<file path="src/hdl/jst_pkg.sv">
// Shared definitions for the job slot table: opcodes, status codes,
// the default table size and the control structs between the modules.
// No dependencies.
package jst_pkg;

   localparam int SLOT_COUNT_DEFAULT = 16;

   localparam logic [1:0] OP_INSTALL = 2'd0;
   localparam logic [1:0] OP_SELECT  = 2'd1;
   localparam logic [1:0] OP_CLOSE   = 2'd2;

   typedef enum logic [1:0] {
      STATUS_OK      = 2'd0,
      STATUS_CLOSED  = 2'd1,
      STATUS_WAIT    = 2'd2,
      STATUS_INVALID = 2'd3
   } status_type;

   // Commands from the sequencer to the scan unit.
   typedef struct packed {
      logic start;        // begin a scan
      logic select_mode;  // 1: look for a new slot, 0: look for an empty slot
      logic close;        // free the slot on the close index
   } scan_ctrl_type;

   // Answers from the scan unit to the sequencer.
   typedef struct packed {
      logic hit;          // current slot matches; it is taken
      logic miss;         // a whole round passed without a match
      logic close_occ;    // slot on the close index holds a job
      logic close_own;    // slot on the close index has an owner
   } scan_stat_type;

endpackage

</file>
<file path="src/hdl/jst_ram.sv">
// Generic memory with one write port and one registered read port.
// No dependencies.
module jst_ram #(
   parameter int WIDTH = 32,
   parameter int DEPTH = 16
) (
   input  logic                     clock,
   input  logic                     wr_en,
   input  logic [$clog2(DEPTH)-1:0] wr_addr,
   input  logic [WIDTH-1:0]         wr_data,
   input  logic                     rd_en,
   input  logic [$clog2(DEPTH)-1:0] rd_addr,
   output logic [WIDTH-1:0]         rd_data
);

   logic [WIDTH-1:0] mem_ff [DEPTH];
   logic [WIDTH-1:0] rd_data_ff;

   always_ff @(posedge clock) begin
      if (wr_en) begin
         mem_ff[wr_addr] <= wr_data;
      end
      if (rd_en) begin
         rd_data_ff <= mem_ff[rd_addr];
      end
   end

   assign rd_data = rd_data_ff;

endmodule

</file>
<file path="src/hdl/jst_scan.sv">
// Round-robin slot scanner: per-slot occupied and owned flags, the install
// and select pointers, and the one-slot-per-cycle match check.
// Depends on jst_pkg.
module jst_scan #(
   parameter int SLOT_COUNT = jst_pkg::SLOT_COUNT_DEFAULT
) (
   input  logic                          clock,
   input  logic                          reset,
   input  jst_pkg::scan_ctrl_type        ctrl,
   input  logic [$clog2(SLOT_COUNT)-1:0] close_idx,
   output jst_pkg::scan_stat_type        stat,
   output logic [$clog2(SLOT_COUNT)-1:0] scan_slot
);

   localparam int IDX_W = $clog2(SLOT_COUNT);
   localparam logic [IDX_W-1:0] LAST = IDX_W'(SLOT_COUNT - 1);

   logic [SLOT_COUNT-1:0] occ_ff, occ_in;
   logic [SLOT_COUNT-1:0] own_ff, own_in;
   logic [IDX_W-1:0]      ins_ptr_ff, ins_ptr_in;
   logic [IDX_W-1:0]      sel_ptr_ff, sel_ptr_in;
   logic [IDX_W-1:0]      step_ff, step_in;
   logic                  active_ff, active_in;
   logic                  mode_ff, mode_in;

   logic [IDX_W-1:0] cur;
   logic [IDX_W-1:0] cur_next;
   logic             match;

   assign cur      = mode_ff ? sel_ptr_ff : ins_ptr_ff;
   assign cur_next = (cur == LAST) ? '0 : cur + 1'b1;
   // A new slot holds a job without an owner; an empty slot holds neither.
   assign match    = mode_ff ? (occ_ff[cur] & ~own_ff[cur])
                             : (~occ_ff[cur] & ~own_ff[cur]);

   always_comb begin
      occ_in     = occ_ff;
      own_in     = own_ff;
      ins_ptr_in = ins_ptr_ff;
      sel_ptr_in = sel_ptr_ff;
      step_in    = step_ff;
      active_in  = active_ff;
      mode_in    = mode_ff;
      stat       = '0;

      stat.close_occ = occ_ff[close_idx];
      stat.close_own = own_ff[close_idx];

      if (ctrl.start) begin
         active_in = 1'b1;
         mode_in   = ctrl.select_mode;
         step_in   = '0;
      end else if (active_ff) begin
         if (mode_ff) begin
            sel_ptr_in = cur_next;
         end else begin
            ins_ptr_in = cur_next;
         end
         if (match) begin
            stat.hit  = 1'b1;
            active_in = 1'b0;
            if (mode_ff) begin
               own_in[cur] = 1'b1;
            end else begin
               occ_in[cur] = 1'b1;
            end
         end else if (step_ff == LAST) begin
            stat.miss = 1'b1;
            active_in = 1'b0;
         end else begin
            step_in = step_ff + 1'b1;
         end
      end

      if (ctrl.close) begin
         occ_in[close_idx] = 1'b0;
         own_in[close_idx] = 1'b0;
      end
   end

   always_ff @(posedge clock) begin
      if (reset) begin
         occ_ff     <= '0;
         own_ff     <= '0;
         ins_ptr_ff <= '0;
         sel_ptr_ff <= '0;
         step_ff    <= '0;
         active_ff  <= 1'b0;
         mode_ff    <= 1'b0;
      end else begin
         occ_ff     <= occ_in;
         own_ff     <= own_in;
         ins_ptr_ff <= ins_ptr_in;
         sel_ptr_ff <= sel_ptr_in;
         step_ff    <= step_in;
         active_ff  <= active_in;
         mode_ff    <= mode_in;
      end
   end

   assign scan_slot = cur;

endmodule

</file>
<file path="src/hdl/job_slot_table_round_robin_unit.sv">
// Job slot table with round-robin install, select and close.
// Depends on jst_pkg, jst_scan and jst_ram.
//
// Usage: raise start with a request on the req_ ports while busy is low;
// the request is taken at that clock edge and busy stays high until the
// result has been formed. The result appears on the rsp_ ports for exactly
// one cycle, marked by rsp_valid, and the receiver cannot stall it, so it
// must be captured in that cycle. A close, a refused or an invalid request
// is answered from the decode state; an install passes on to the scan
// state, where the scan unit inspects one slot per cycle, and a select
// also passes through a fetch state, since its class, name and id come
// from a memory with a registered read. The scan unit is shared by
// install and select.
// The accepting register is written through csr_wr_en and csr_wr_data and
// should only be changed while no request is in flight.
module job_slot_table_round_robin_unit #(
   parameter int SLOT_COUNT = jst_pkg::SLOT_COUNT_DEFAULT
) (
   input  logic        clock,
   input  logic        reset,
   input  logic        start,
   output logic        busy,
   input  logic [1:0]  req_opcode,
   input  logic [31:0] req_job_class,
   input  logic [31:0] req_job_name,
   input  logic [31:0] req_owner_id,
   input  logic [3:0]  req_close_slot,
   output logic        rsp_valid,
   output logic [1:0]  rsp_status,
   output logic [3:0]  rsp_slot,
   output logic [31:0] rsp_job_id,
   output logic [31:0] rsp_class_out,
   output logic [31:0] rsp_name_out,
   output logic        rsp_all_empty,
   input  logic        csr_wr_en,
   input  logic        csr_wr_data
);

   localparam int IDX_W = $clog2(SLOT_COUNT);
   localparam int CNT_W = $clog2(SLOT_COUNT + 1);
   localparam logic [CNT_W-1:0] FULL_COUNT = CNT_W'(SLOT_COUNT);

   typedef enum logic [1:0] {
      ST_IDLE,
      ST_DECODE,
      ST_SCAN,
      ST_FETCH
   } state_type;

   state_type   state_ff, state_in;

   // Request held for the length of its processing.
   logic [1:0]  req_opcode_ff, req_opcode_in;
   logic [31:0] req_class_ff, req_class_in;
   logic [31:0] req_name_ff, req_name_in;
   logic [31:0] req_owner_ff, req_owner_in;
   logic [3:0]  req_close_ff, req_close_in;

   // Table bookkeeping.
   logic             accepting_ff, accepting_in;
   logic [CNT_W-1:0] new_count_ff, new_count_in;
   logic [CNT_W-1:0] empty_count_ff, empty_count_in;
   logic [31:0]      next_id_ff, next_id_in;

   // Registered result.
   logic        rsp_valid_ff, rsp_valid_in;
   logic [1:0]  rsp_status_ff, rsp_status_in;
   logic [3:0]  rsp_slot_ff, rsp_slot_in;
   logic [31:0] rsp_job_id_ff, rsp_job_id_in;
   logic [31:0] rsp_class_ff, rsp_class_in;
   logic [31:0] rsp_name_ff, rsp_name_in;
   logic        rsp_all_empty_ff, rsp_all_empty_in;

   jst_pkg::scan_ctrl_type scan_ctrl;
   jst_pkg::scan_stat_type scan_stat;
   logic [IDX_W-1:0]       scan_slot;
   logic [IDX_W-1:0]       close_idx;
   logic                   close_in_range;

   logic        ram_wr_en;
   logic        ram_rd_en;
   logic [31:0] class_rd;
   logic [31:0] name_rd;
   logic [31:0] id_rd;

   assign close_idx      = IDX_W'(req_close_ff);
   assign close_in_range = 32'(req_close_ff) < 32'(SLOT_COUNT);

   jst_scan #(
      .SLOT_COUNT(SLOT_COUNT)
   ) u_scan (
      .clock     (clock),
      .reset     (reset),
      .ctrl      (scan_ctrl),
      .close_idx (close_idx),
      .stat      (scan_stat),
      .scan_slot (scan_slot)
   );

   // Class, name and id of each slot. The class memory is read only for
   // slots whose occupied flag is set, so it needs no clearing.
   jst_ram #(.WIDTH(32), .DEPTH(SLOT_COUNT)) u_class_ram (
      .clock   (clock),
      .wr_en   (ram_wr_en),
      .wr_addr (scan_slot),
      .wr_data (req_class_ff),
      .rd_en   (ram_rd_en),
      .rd_addr (scan_slot),
      .rd_data (class_rd)
   );

   jst_ram #(.WIDTH(32), .DEPTH(SLOT_COUNT)) u_name_ram (
      .clock   (clock),
      .wr_en   (ram_wr_en),
      .wr_addr (scan_slot),
      .wr_data (req_name_ff),
      .rd_en   (ram_rd_en),
      .rd_addr (scan_slot),
      .rd_data (name_rd)
   );

   jst_ram #(.WIDTH(32), .DEPTH(SLOT_COUNT)) u_id_ram (
      .clock   (clock),
      .wr_en   (ram_wr_en),
      .wr_addr (scan_slot),
      .wr_data (next_id_ff),
      .rd_en   (ram_rd_en),
      .rd_addr (scan_slot),
      .rd_data (id_rd)
   );

   always_comb begin
      state_in       = state_ff;
      req_opcode_in  = req_opcode_ff;
      req_class_in   = req_class_ff;
      req_name_in    = req_name_ff;
      req_owner_in   = req_owner_ff;
      req_close_in   = req_close_ff;
      accepting_in   = csr_wr_en ? csr_wr_data : accepting_ff;
      new_count_in   = new_count_ff;
      empty_count_in = empty_count_ff;
      next_id_in     = next_id_ff;
      rsp_valid_in   = 1'b0;
      rsp_status_in  = rsp_status_ff;
      rsp_slot_in    = rsp_slot_ff;
      rsp_job_id_in  = rsp_job_id_ff;
      rsp_class_in   = rsp_class_ff;
      rsp_name_in    = rsp_name_ff;
      scan_ctrl      = '0;
      ram_wr_en      = 1'b0;
      ram_rd_en      = 1'b0;

      unique case (state_ff)
         ST_IDLE: begin
            if (start) begin
               req_opcode_in = req_opcode;
               req_class_in  = req_job_class;
               req_name_in   = req_job_name;
               req_owner_in  = req_owner_id;
               req_close_in  = req_close_slot;
               state_in      = ST_DECODE;
            end
         end

         ST_DECODE: begin
            // Fields without meaning for a result are reported as zero.
            rsp_slot_in   = '0;
            rsp_job_id_in = '0;
            rsp_class_in  = '0;
            rsp_name_in   = '0;
            rsp_status_in = jst_pkg::STATUS_INVALID;
            state_in      = ST_IDLE;
            rsp_valid_in  = 1'b1;

            if (req_opcode_ff == jst_pkg::OP_INSTALL) begin
               priority if (req_class_ff == '0) begin
                  rsp_status_in = jst_pkg::STATUS_INVALID;
               end else if (!accepting_ff) begin
                  rsp_status_in = jst_pkg::STATUS_CLOSED;
               end else if (empty_count_ff == '0) begin
                  rsp_status_in = jst_pkg::STATUS_WAIT;
               end else begin
                  scan_ctrl.start       = 1'b1;
                  scan_ctrl.select_mode = 1'b0;
                  rsp_valid_in          = 1'b0;
                  state_in              = ST_SCAN;
               end
            end else if (req_opcode_ff == jst_pkg::OP_SELECT) begin
               priority if (req_owner_ff == '0) begin
                  rsp_status_in = jst_pkg::STATUS_INVALID;
               end else if (new_count_ff == '0) begin
                  rsp_status_in = accepting_ff ? jst_pkg::STATUS_WAIT
                                               : jst_pkg::STATUS_CLOSED;
               end else begin
                  scan_ctrl.start       = 1'b1;
                  scan_ctrl.select_mode = 1'b1;
                  rsp_valid_in          = 1'b0;
                  state_in              = ST_SCAN;
               end
            end else if (req_opcode_ff == jst_pkg::OP_CLOSE) begin
               if (close_in_range && scan_stat.close_occ) begin
                  // Closing a slot that was never claimed takes it out of
                  // the new count as well, so both counts stay exact.
                  if (!scan_stat.close_own && new_count_ff != '0) begin
                     new_count_in = new_count_ff - 1'b1;
                  end
                  if (empty_count_ff < FULL_COUNT) begin
                     empty_count_in = empty_count_ff + 1'b1;
                  end
                  scan_ctrl.close = 1'b1;
                  rsp_status_in   = jst_pkg::STATUS_OK;
                  rsp_slot_in     = req_close_ff;
               end
            end
         end

         ST_SCAN: begin
            if (scan_stat.hit) begin
               rsp_status_in = jst_pkg::STATUS_OK;
               rsp_slot_in   = 4'(scan_slot);
               if (req_opcode_ff == jst_pkg::OP_SELECT) begin
                  // The claimed job's details come from memory next cycle.
                  ram_rd_en    = 1'b1;
                  new_count_in = new_count_ff - 1'b1;
                  state_in     = ST_FETCH;
               end else begin
                  ram_wr_en      = 1'b1;
                  rsp_job_id_in  = next_id_ff;
                  next_id_in     = next_id_ff + 1'b1;
                  empty_count_in = empty_count_ff - 1'b1;
                  new_count_in   = new_count_ff + 1'b1;
                  rsp_valid_in   = 1'b1;
                  state_in       = ST_IDLE;
               end
            end else if (scan_stat.miss) begin
               rsp_status_in = jst_pkg::STATUS_INVALID;
               rsp_valid_in  = 1'b1;
               state_in      = ST_IDLE;
            end
         end

         ST_FETCH: begin
            rsp_job_id_in = id_rd;
            rsp_class_in  = class_rd;
            rsp_name_in   = name_rd;
            rsp_valid_in  = 1'b1;
            state_in      = ST_IDLE;
         end

         default: begin
            state_in = ST_IDLE;
         end
      endcase

      rsp_all_empty_in = rsp_valid_in ? (empty_count_in == FULL_COUNT)
                                      : rsp_all_empty_ff;
   end

   always_ff @(posedge clock) begin
      if (reset) begin
         state_ff       <= ST_IDLE;
         accepting_ff   <= 1'b1;
         new_count_ff   <= '0;
         empty_count_ff <= FULL_COUNT;
         next_id_ff     <= '0;
         rsp_valid_ff   <= 1'b0;
      end else begin
         state_ff       <= state_in;
         accepting_ff   <= accepting_in;
         new_count_ff   <= new_count_in;
         empty_count_ff <= empty_count_in;
         next_id_ff     <= next_id_in;
         rsp_valid_ff   <= rsp_valid_in;
      end
      req_opcode_ff    <= req_opcode_in;
      req_class_ff     <= req_class_in;
      req_name_ff      <= req_name_in;
      req_owner_ff     <= req_owner_in;
      req_close_ff     <= req_close_in;
      rsp_status_ff    <= rsp_status_in;
      rsp_slot_ff      <= rsp_slot_in;
      rsp_job_id_ff    <= rsp_job_id_in;
      rsp_class_ff     <= rsp_class_in;
      rsp_name_ff      <= rsp_name_in;
      rsp_all_empty_ff <= rsp_all_empty_in;
   end

   assign busy          = (state_ff != ST_IDLE);
   assign rsp_valid     = rsp_valid_ff;
   assign rsp_status    = rsp_status_ff;
   assign rsp_slot      = rsp_slot_ff;
   assign rsp_job_id    = rsp_job_id_ff;
   assign rsp_class_out = rsp_class_ff;
   assign rsp_name_out  = rsp_name_ff;
   assign rsp_all_empty = rsp_all_empty_ff;

endmodule
</file>
<file path="config.mk">
export PLATFORM = sky130hd
export DESIGN_NAME = job_slot_table_round_robin_unit
export DESIGN_NICKNAME = d
export VERILOG_FILES = /design/src/hdl/jst_pkg.sv /design/src/hdl/jst_ram.sv /design/src/hdl/jst_scan.sv /design/src/hdl/job_slot_table_round_robin_unit.sv
export SDC_FILE = /design/constraint.sdc
export NUM_CORES = 2
export LEC_CHECK = 0
export ABC_AREA = 1
export BUFFER_PORTS_ARGS = -buffer_cell sky130_fd_sc_hd__buf_2
export CAP_MARGIN = 20
export CELL_PAD_IN_SITES_DETAIL_PLACEMENT = 1
export CELL_PAD_IN_SITES_GLOBAL_PLACEMENT = 1
export CORE_MARGIN = 3
export CORE_UTILIZATION = 55
export CTS_CLUSTER_DIAMETER = 40
export CTS_CLUSTER_SIZE = 40
export DETAILED_ROUTE_END_ITERATION = 10
export PLACE_DENSITY_LB_ADDON = 0.15
export SLEW_MARGIN = 15
export SYNTH_ARGS = -nofsm -noshare
export SYNTH_HDL_FRONTEND = slang
export SYNTH_SLANG_ARGS = --single-unit
</file>
<file path="constraint.sdc">
create_clock -name clock -period 14.9 [get_ports clock]
set_clock_uncertainty 0.05 [all_clocks]
set_input_delay 2.235 -clock clock [delete_from_list [all_inputs] [get_ports clock]]
set_output_delay 2.235 -clock clock [all_outputs]
set_load 0.005 [all_outputs]
</file>
==> impl_metrics.csv <==
group,metric,value,unit
status,status,"complete, no violations",
place,dp_hpwl,114,mm
sta,fmax,155,MHz
power_and_ir_drop,internal-power,0.00939,W
route,initialDrtViolationCount,5627,
job,maxCapViolations,0,
finish,layout_commonest_cell,"edfxtp_1",
critical_path,cp_slowest_stage_delay,0.98,ns
synthesis,synth-simple-area-share,0.104,
floorplan,dieArea,140000,sq um
power_and_ir_drop,p_leak,28.0,nW
critical_path,crit_family,"buffers and inverters",
synthesis,ys_ff_latch,1929,
synthesis,ys.flop_type,"edfxtp_1",
route,ant_nets,0,
floorplan,fp.coreArea,134000,sq um
route,wire_per_inst,28.8,um
synthesis,synth_cell_type_count,44,
synthesis,synth-edff-count,1837,
clocking,ctsResizeCount,0,
power_and_ir_drop,switchingPower,0.00284,W
critical_path,required,15.30,ns
critical_path,crit_path_top_delay_cell,"buf_4",
route,num_vias,50374,
finish,drive_gt1_frac,0.121,
sta,worstMarginPinSlew,1.30,ns
global_route,groute.usage.overall,0.323,
global_route,grt_pass1_vias,53640,
floorplan,row_count,134,
route,firstDrtPassIters,5,
clocking,numCtsBuffers,231,
synthesis,synth_top_family_by_area,"simple AND/OR/NAND/NOR gates",
route,wirelength,229,mm
synthesis,syn-num-nets,5898,
finish,multiInputGateArea,15700,sq um
global_route,grt_pass1_wl,339,mm
finish,regArea,57000,sq um
sta,period_share,0.434,
clocking,h-tree-depth,4,
power_and_ir_drop,switching_share,0.232,
global_route,overflow,0,
power_and_ir_drop,clockPowerShare,0.471,
critical_path,crit_top_cell,"nand2_1",
sta,setup_tns,0,ns
synthesis,synth_xor_area_frac,0.00305,
critical_path,worst-setup-path-type,"register to register",
synthesis,synth_area,74600,sq um
power_and_ir_drop,ir_worst_vdd,132,uV
synthesis,syn_inst,5774,
clocking,insertion_delay,0.86,ns
sta,setup_viol,0,
floorplan,start_util,0.556,
clocking,post_cts_buffers,0,
sta,post-route-min-period,6.47,ns
critical_path,critical_path_arrival,6.87,ns
floorplan,fp.dieW,374,um
route,drt_drc_violations_left,0,
synthesis,synth_compound_area_frac,0.0981,
floorplan,fp.dieH,374,um
critical_path,critPathLaunchType,"register",
place,gp_congestion,0.894,
global_route,antenna_found_initial,1,
critical_path,critPathBufInv,5,
clocking,cts_hold_buf,0,
critical_path,cp_cell_sequence,"nand2_2 -> nand2_4 -> buf_16 -> buf_12 -> nand2_1 -> nand3_1 -> nand2_1 -> nand2_1 -> nand2_1 -> nor2_1 -> nand2_1 -> nor2_4 -> nand3_2 -> buf_4 -> nor3_2 -> buf_4 -> buf_4",
power_and_ir_drop,seqPwrFrac,0.494,
finish,fillers,12787,
critical_path,crit_fanout,201,
synthesis,muxShareOfSynthArea,0,
synthesis,synth_area_per_cell,12.9,sq um
place,placement.io_buffers,211,
finish,layout_common_cells,"1837 x edfxtp_1, 889 x nor2_1, 853 x o21ai_0",
route,drt-vias-per-instance,6.35,
synthesis,ys_warn_count,0,
clocking,clockBufferDepth,3,
clocking,clock-sinks,1929,
floorplan,ios,212,
power_and_ir_drop,total_power,0.0122,W
finish,num-nets-final,6077,
finish,area_growth,14.5,%
clocking,path_clk_slew,0.06,ns
power_and_ir_drop,power_frac_comb,0.034,
sta,relSlewSlack,0.133,
synthesis,synth-adder-area-share,0.00285,
sta,rsz0062_at_grt,"no",
critical_path,end_kind,"register",
clocking,cts_root_buf,"clkbuf_16",
min_path,worst_hold_path_type,"register to register",
power_and_ir_drop,power_density,143,nW/um^2
synthesis,ys_async_sr_fraction,0,
synthesis,ys_seq_area_frac,0.764,
global_route,grt_max_degree,230,
sta,slew_viol_final,0,
clocking,cts_tree,"yes",
sta,finalHoldViolCount,0,
through the flow:
stage	area, sq um	instances	hold WS, ns	setup slack (ns)	util
5_1_grt	85400	7928	0.455	7.90	0.637
3_5_place_dp	77400	7486	0.418	8.16	0.577
2_1_floorplan	74600	5774	0.389	5.59	-
6_report	85400	7928	0.429	8.43	0.637
4_1_cts	85400	7925	0.427	8.07	0.636
3_3_place_gp	77400	7486	0.405	8.15	0.577
power by group through the flow:
stage	combinational [W]	sequential [W]	clock, W
after CTS	0.000419	0.00605	0.00581
after detailed placement	0.000410	0.00616	0
after global routing	0.000458	0.00605	0.00604
after global placement	0.000390	0.00615	0
final	0.000422	0.00605	0.00576
after floorplan	0.000238	0.00614	0
worst reg2reg max path: cells and delay by family (launching register included):
family | cells | cell delay [ns]
simple gates | 12 | 2.45
buf+inv | 5 | 2.83
flops | 1 | 0.70
cells in the mapped netlist, drive strengths merged (5+ instances only):
cell type  number  area, sq um
inv           201          757
buf            31          150
nand3          88          458
clkbuf        314         1180
o21ai         860         4320
nor3           43          215
nand4         112          701
nor4            5         31.3
a22oi           6         45.0
a21oi          68          348
nand2         741         2790
xor2           25          219
nor2          903         3440
ha             17          213
dfxtp          92         1840
a31oi          17          106
o22ai         389         2430
edfxtp       1837        55200
final timing paths:
path	cells after the start	to	start	slack [ns]
setup / recovery	17	u_name_ram.mem_ff[7][0]$_DFFE_PP_	u_scan.mode_ff$_SDFFE_PP0P_	8.43
hold / removal	2	u_scan.step_ff[3]$_SDFFE_PP0P_	u_scan.step_ff[3]$_SDFFE_PP0P_	0.43
setup reg to reg	17	u_name_ram.mem_ff[7][0]$_DFFE_PP_	u_scan.mode_ff$_SDFFE_PP0P_	8.43
hold reg to reg	2	u_scan.step_ff[3]$_SDFFE_PP0P_	u_scan.step_ff[3]$_SDFFE_PP0P_	0.43
layout make-up:
class / instances / area share
diodes: 1 / 0.0000293
clock buffers: 261 / 0.0706
clock inverters: 178 / 0.0224
inverters: 202 / 0.00896
multi-input cells: 3298 / 0.183
flip-flops and latches: 1929 / 0.667
well taps: 1768 / 0.0259
repair buffers: 291 / 0.0213
registers in the layout, summed over array words and instances, names as in the netlist, 5 cells and up:
register,count
rsp_name_out,32
req_owner_ff,32
u_scan.own_ff,16
u_class_ram.rd_data,32
u_class_ram.mem_ff,512
req_name_ff,32
next_id_ff,32
u_name_ram.rd_data,32
u_id_ram.mem_ff,512
new_count_ff,5
rsp_class_out,32
u_name_ram.mem_ff,512
empty_count_ff,5
rsp_job_id,32
u_id_ram.rd_data,32
u_scan.occ_ff,16
req_class_ff,32
logic make-up (layout without fill, tap and decap cells):
family,Yosys count,in the layout
adder cells (fa/ha/maj),17,17
flip-flops,1929,1929
AO/OA/AOI/OAI,1348,1348
other,0,1
buffers and inverters,547,932
XOR/XNOR,26,26
AND/OR/NAND/NOR,1907,1907
layer usage:
layer | part of all wire | global-route usage | vias to the layer above
met5 | 0 | 0 | -
met4 | 0.040 | 0.134 | 0
met3 | 0.074 | 0.0450 | 529
met2 | 0.50 | 0.550 | 2491
met1 | 0.38 | 0.419 | 25903
li1 | - | - | 21451
Note: power is estimated with default switching activity, not from simulation.
